==> src/hdl/b32enc_pkg.sv <==
// shared types, constants and the alphabet lookup for the base32 stream encoder
package b32enc_pkg;

    localparam int GROUP_BITS = 5;
    localparam int BYTE_BITS  = 8;
    localparam int LEFT_BITS  = 4;
    localparam int ACC_BITS   = LEFT_BITS + BYTE_BITS;

    localparam logic [3:0] GROUP_LEN  = 4'd5;
    localparam logic [3:0] TWO_GROUPS = 4'd10;
    localparam logic [3:0] BYTE_LEN   = 4'd8;
    localparam logic [4:0] LETTERS    = 5'd26;
    localparam logic [7:0] CHAR_A     = 8'h61;
    localparam logic [7:0] CHAR_2     = 8'h32;

    typedef struct packed {
        logic [GROUP_BITS-1:0] idx;
        logic                  eot;
    } t_sym;

    function automatic logic [7:0] alphabet(input logic [GROUP_BITS-1:0] idx);
        logic [7:0] c;
        if (idx < LETTERS) begin
            c = CHAR_A + {3'b000, idx};
        end else begin
            c = CHAR_2 + {3'b000, idx - LETTERS};
        end
        return c;
    endfunction

endpackage

==> src/hdl/b32enc_split.sv <==
// input register, leftover bit state and 5-bit group selection
module b32enc_split (
    input  logic                i_clk,
    input  logic                i_rst_n,
    input  logic                i_valid,
    output logic                o_ready,
    input  logic [7:0]          i_byte,
    input  logic                i_last,
    output logic                o_sym_valid,
    input  logic                i_sym_ready,
    output b32enc_pkg::t_sym    o_sym
);

    logic                              r_valid;
    logic [b32enc_pkg::ACC_BITS-1:0]   r_acc;
    logic [3:0]                        r_n;
    logic                              r_last;
    logic [b32enc_pkg::LEFT_BITS-1:0]  r_lbits;
    logic [2:0]                        r_lcnt;

    logic [b32enc_pkg::ACC_BITS-1:0]   n_acc;
    logic [3:0]                        n_n;
    logic [3:0]                        n_rem;
    logic [3:0]                        n_mask;
    logic [b32enc_pkg::LEFT_BITS-1:0]  n_lbits;
    logic [2:0]                        n_lcnt;

    logic                              emit;
    logic                              take;
    logic                              pad;
    logic [3:0]                        n_after;
    logic                              done;
    logic [b32enc_pkg::ACC_BITS-1:0]   shifted;
    logic [b32enc_pkg::GROUP_BITS-1:0] padded;
    logic [2:0]                        rsh;
    logic [2:0]                        lsh;

    // item entering: combine with leftover bits and derive the next leftover
    always_comb begin
        n_acc = {r_lbits, i_byte};
        n_n   = {1'b0, r_lcnt} + b32enc_pkg::BYTE_LEN;
        if (n_n >= b32enc_pkg::TWO_GROUPS) begin
            n_rem = n_n - b32enc_pkg::TWO_GROUPS;
        end else begin
            n_rem = n_n - b32enc_pkg::GROUP_LEN;
        end
        n_mask = (4'd1 << n_rem[2:0]) - 4'd1;
        if (i_last) begin
            n_lbits = '0;
            n_lcnt  = '0;
        end else begin
            n_lbits = n_acc[b32enc_pkg::LEFT_BITS-1:0] & n_mask;
            n_lcnt  = n_rem[2:0];
        end
    end

    // group emission from the held item
    always_comb begin
        pad     = (r_n < b32enc_pkg::GROUP_LEN);
        rsh     = 3'(r_n - b32enc_pkg::GROUP_LEN);
        lsh     = 3'(b32enc_pkg::GROUP_LEN - r_n);
        shifted = r_acc >> rsh;
        padded  = r_acc[b32enc_pkg::GROUP_BITS-1:0] << lsh;
        n_after = pad ? 4'd0 : r_n - b32enc_pkg::GROUP_LEN;
        done    = (n_after < b32enc_pkg::GROUP_LEN) && (!r_last || (n_after == 4'd0));
        o_sym.idx = pad ? padded : shifted[b32enc_pkg::GROUP_BITS-1:0];
        o_sym.eot = r_last && done;
    end

    assign o_sym_valid = r_valid;
    assign emit        = r_valid && i_sym_ready;
    assign o_ready     = !r_valid || (emit && done);
    assign take        = i_valid && o_ready;

    always_ff @(posedge i_clk) begin
        if (!i_rst_n) begin
            r_valid <= 1'b0;
            r_lbits <= '0;
            r_lcnt  <= '0;
        end else begin
            if (take) begin
                r_valid <= 1'b1;
                r_lbits <= n_lbits;
                r_lcnt  <= n_lcnt;
            end else if (emit && done) begin
                r_valid <= 1'b0;
            end
        end
    end

    always_ff @(posedge i_clk) begin
        if (take) begin
            r_acc  <= n_acc;
            r_n    <= n_n;
            r_last <= i_last;
        end else if (emit) begin
            r_n <= n_after;
        end
    end

endmodule

==> src/hdl/b32enc_out.sv <==
// alphabet mapping and output result register
module b32enc_out (
    input  logic                i_clk,
    input  logic                i_rst_n,
    input  logic                i_sym_valid,
    output logic                o_sym_ready,
    input  b32enc_pkg::t_sym    i_sym,
    output logic                o_valid,
    input  logic                i_ready,
    output logic [7:0]          o_char,
    output logic                o_eot
);

    logic       r_valid;
    logic [7:0] r_char;
    logic       r_eot;
    logic       load;

    assign o_sym_ready = !r_valid || i_ready;
    assign load        = i_sym_valid && o_sym_ready;

    always_ff @(posedge i_clk) begin
        if (!i_rst_n) begin
            r_valid <= 1'b0;
        end else if (o_sym_ready) begin
            r_valid <= i_sym_valid;
        end
    end

    always_ff @(posedge i_clk) begin
        if (load) begin
            r_char <= b32enc_pkg::alphabet(i_sym.idx);
            r_eot  <= i_sym.eot;
        end
    end

    assign o_valid = r_valid;
    assign o_char  = r_char;
    assign o_eot   = r_eot;

endmodule

==> src/hdl/base32_stream_encoder_unit.sv <==
// top level of the base32 stream encoder
// Bytes enter on the slave stream, most significant bit first, and leave as lowercase
// base32 characters (a-z, 2-7) with no '=' padding; tlast on a byte closes the message,
// the remaining bits are zero padded on the right and the final character carries tlast.
// One character leaves per cycle while m_axis_tready allows; a byte yields one to three
// characters (1.6 on average, two for most bytes); the next byte is taken in the cycle
// its predecessor's last character moves on to the single-character output register.
module base32_stream_encoder_unit (
    input  logic       i_clk,
    input  logic       i_rst_n,
    input  logic       s_axis_tvalid,
    output logic       s_axis_tready,
    input  logic [7:0] s_axis_tdata,   // [7:0] data_byte
    input  logic       s_axis_tlast,
    output logic       m_axis_tvalid,
    input  logic       m_axis_tready,
    output logic [7:0] m_axis_tdata,   // [7:0] symbol
    output logic       m_axis_tlast
);

    logic             sym_valid;
    logic             sym_ready;
    b32enc_pkg::t_sym sym;

    b32enc_split u_split (
        .i_clk       (i_clk),
        .i_rst_n     (i_rst_n),
        .i_valid     (s_axis_tvalid),
        .o_ready     (s_axis_tready),
        .i_byte      (s_axis_tdata),
        .i_last      (s_axis_tlast),
        .o_sym_valid (sym_valid),
        .i_sym_ready (sym_ready),
        .o_sym       (sym)
    );

    b32enc_out u_out (
        .i_clk       (i_clk),
        .i_rst_n     (i_rst_n),
        .i_sym_valid (sym_valid),
        .o_sym_ready (sym_ready),
        .i_sym       (sym),
        .o_valid     (m_axis_tvalid),
        .i_ready     (m_axis_tready),
        .o_char      (m_axis_tdata),
        .o_eot       (m_axis_tlast)
    );

endmodule
==> config.mk <==
export PLATFORM = sky130hd
export DESIGN_NAME = base32_stream_encoder_unit
export DESIGN_NICKNAME = d
export VERILOG_FILES = /design/src/hdl/b32enc_pkg.sv /design/src/hdl/b32enc_split.sv /design/src/hdl/b32enc_out.sv /design/src/hdl/base32_stream_encoder_unit.sv
export SDC_FILE = /design/constraint.sdc
export NUM_CORES = 1
export LEC_CHECK = 0
export BUFFER_PORTS_ARGS = -buffer_cell sky130_fd_sc_hd__buf_4
export CORE_MARGIN = 2
export CORE_UTILIZATION = 50
export DETAILED_ROUTE_END_ITERATION = 10
export PLACE_DENSITY = 0.72
export SLEW_MARGIN = 10
export SYNTH_ARGS = -nofsm -noshare
export SYNTH_HDL_FRONTEND = slang
export SYNTH_SLANG_ARGS = --single-unit
==> constraint.sdc <==
create_clock -name i_clk -period 3.3 [get_ports i_clk]
set_input_delay 0.66 -clock i_clk [delete_from_list [all_inputs] [get_ports i_clk]]
set_output_delay 0.66 -clock i_clk [all_outputs]
set_load 0.02 [all_outputs]
==> results.txt <==
Beginning of the worst register-to-register path: u_split.r_n[1]
CTS buffer count: 5
Drt total wl: 4.157 mm
Die X-Extent: 69.82 um
Die height: 69.82 um
Sequential fraction of the synthesis area: 0.4437
Worst-skew pair later-pin latency: 0.29 ns
Final net count: 250
Post-Syn Instances: 205
Worst Hold Class: flip-flop to flip-flop
Largest net degree at the start of global routing: 22
Worst Path Arrival: 3.11 ns
Max Cap Viol: 0
1st-pass router iterations: 4
Asr flop ratio synth: 0
Worst hold stages: 0
Boundary Pins: 24
Final setup viols: 0
Average cell area after synthesis: 10.57 um2
Detailed-route via count: 1,628
Most frequent cells in the layout: buf_4 (27), edfxtp_1 (26), nand2_1 (15)
CP Cell Sequence: inv_1 -> ha_1 -> xnor2_4 -> mux2_2 -> a2111o_1 -> o21a_1 -> nor3_2 -> mux2_1
Hold Path Origin: u_split.r_lbits[3]
Final period util: 0.9295
Max Fclk: 0.3260 GHz
Reg2Reg Capture Point: u_out.o_char[1]
Core box area: 4086 um2
EDFF count, synth: 26
IO buf count: 23
RD Place Congestion: 0.9012
Worst path bufs/invs: 1
Synth Flop Type: edfxtp_1
YS warnings: 0
R2R Setup Slk: 0.23 ns
Initial antenna violation count: 0
Buffer depth of the longest clock path: 2
Critical path's slowest cell: xnor2_4
Fin Setup TNS: 0 ns
First-pass GRT wire length: 6.865 mm
Post-CTS Setup Bufs: 0
Clock sink count: 35
1st-iter DRT viols: 62
Die area: 4874 um2
Number of global-route vias before repair: 1,530
TritonCTS clock tree: built
CP required: 3.34 ns
WL/cell: 14.85 um
Critical path type: flip-flop to flip-flop
CP Capture Type: flip-flop
Remaining Overflow, GRT: 0
Commonest non-fill, non-tap cell in the layout: buf_4
Met3 WL: 189 um
Fin crit period: 3.067 ns
Post-CTS Hold Fix Bufs: 0
CP max FO: 12
Resize count post-CTS: 0
Total track usage: 0.1725
Met2 routed WL: 1.960 mm
Hold path endpoint: u_split.r_acc[11]
Proportion of layout cells with a drive suffix above 1: 0.2261
Unrepaired setup endpoints after global routing: no
Worst R2R Path Depth: 8
Crit path max-delay family: multiplexers
Distinct cells, synth: 55
CTS H-tree lvls: 2
ANT nets after route: 0
Floorplan row count: 23
Antenna Diode Count: 0
Final setup skew: 0.008109 ns
CP max stage delay: 0.45 ns
Root Buffer: clkbuf_8
Startpoint Class: flip-flop
Clock slew at reported path FFs: 0.08 ns
Drt drc: 0
Initial Utilization: 0.5300
Final Max Slew Viols: 0
Least-Margin Pin Slew: 0.7616 ns
Outcome: finished, final reports clean
Post-Syn Nets: 226
Met1 WL: 1.961 mm
Worst slew margin: 0.4904
Via density: 5.814
Cell Area, Synth: 2166 um2
Hold Fails Final Rpt: 0
Top layer in use: met4
Post-synthesis register bit count: 35
Area grow syn2layout: 14.50%
Post-DP HPWL: 3.023 mm
-- registers in the layout, indices dropped and copies added, names as in the netlist --
register and flops:
u_split.r_acc 12, u_out.o_char 8, u_split.r_lbits 4, u_split.r_n 4, u_split.r_lcnt 3, u_out.o_eot 1, u_out.o_valid 1, u_split.o_sym_valid 1
u_split.r_last 1
-- worst reg2reg max path, cell delays in order, from the launching register on --
cell      delay, ns
edfxtp_1       0.35
inv_1          0.07
ha_1           0.29
xnor2_4        0.45
mux2_2         0.40
a2111o_1       0.43
o21a_1         0.25
nor3_2         0.24
mux2_1         0.34
-- per-layer routing --
| metal | up-vias | GRT usage |
|---|---|---|
| li1 | 822 | - |
| met2 | 37 | 0.2857 |
| met4 | 0 | 0.06410 |
| met1 | 764 | 0.2255 |
| met3 | 5 | 0.03052 |
| met5 | - | 0 |
-- Yosys cell counts, types with 2 or more instances --
cell type | n | area, um2
o21ai_1 | 3 | 15.01
a21oi_1 | 8 | 40.04
mux2_1 | 2 | 22.52
a21boi_1 | 4 | 30.03
nand3b_1 | 3 | 22.52
nand3_1 | 4 | 20.02
mux2i_1 | 12 | 120.1
nor2_1 | 12 | 45.04
o31ai_1 | 3 | 22.52
xnor2_1 | 2 | 17.52
nand2b_1 | 2 | 12.51
inv_2 | 4 | 15.01
edfxtp_1 | 26 | 780.8
a31oi_1 | 4 | 25.02
buf_2 | 2 | 10.01
o21a_1 | 6 | 45.04
o21ai_0 | 6 | 30.03
ha_1 | 8 | 100.1
mux2_2 | 4 | 45.04
nor3b_1 | 3 | 22.52
a2111o_1 | 3 | 33.78
dfxtp_1 | 9 | 180.2
and3_1 | 2 | 12.51
inv_1 | 9 | 33.78
nor3_1 | 4 | 20.02
clkbuf_1 | 5 | 18.77
and2_1 | 3 | 18.77
nand2_1 | 15 | 56.30
nor2b_1 | 9 | 56.30
mux4_2 | 3 | 67.56
-- area by class of cell --
class | count | area (um2)
fillers | 347 | 1607
inverters | 13 | 48.80
clock buffers | 5 | 68.82
multi-input cells | 147 | 1116
clock inverters | 3 | 20.02
flip-flops and latches | 35 | 960.9
repair buffers | 27 | 202.7
well taps | 50 | 62.56
-- cell families (layout without fill, tap and decap cells) --
kind of cell	after synthesis	after routing	share of synthesized area
simple gates	62	62	0.1514
compound gates	52	52	0.1739
flops	35	35	0.4437
buf+inv	23	48	0.04621
mux	21	21	0.1178
fa+ha+maj	9	9	0.05142
xor+xnor	3	3	0.01560
-- stage by stage --
stage / cell area, um2 / utilization / setup WS (ns) / instances / hold WS (ns)
3_3_place_gp: 2380 / 0.5824 / 0.1415 / 272 / 0.4114
2_1_floorplan: 2166 / - / 0.004055 / 205 / 0.4000
4_1_cts: 2469 / 0.6041 / 0.04077 / 280 / 0.4349
5_1_grt: 2480 / 0.6069 / 0.01977 / 280 / 0.4471
3_5_place_dp: 2380 / 0.5824 / 0.07170 / 272 / 0.4138
6_report: 2480 / 0.6069 / 0.2326 / 280 / 0.4305
-- worst max-delay path by stage --
stage | cells past startpoint | slack [ns] | startpoint | endpoint
2_1_floorplan | 12 | 0.004 | u_split.r_n[0] | u_out.o_char[1]
3_3_place_gp | 8 | 0.14 | u_split.r_n[1] | u_out.o_char[1]
3_5_place_dp | 9 | 0.07 | u_split.r_n[1] | u_out.o_char[1]
4_1_cts | 9 | 0.04 | u_split.r_n[1] | u_out.o_char[1]
5_1_grt | 13 | 0.02 | u_split.r_n[1] | u_out.o_char[5]
6_report | 8 | 0.23 | u_split.r_n[1] | u_out.o_char[1]
Power is not shown: default switching activity piles up to over one toggle a cycle in this logic, so the estimate is an artifact.
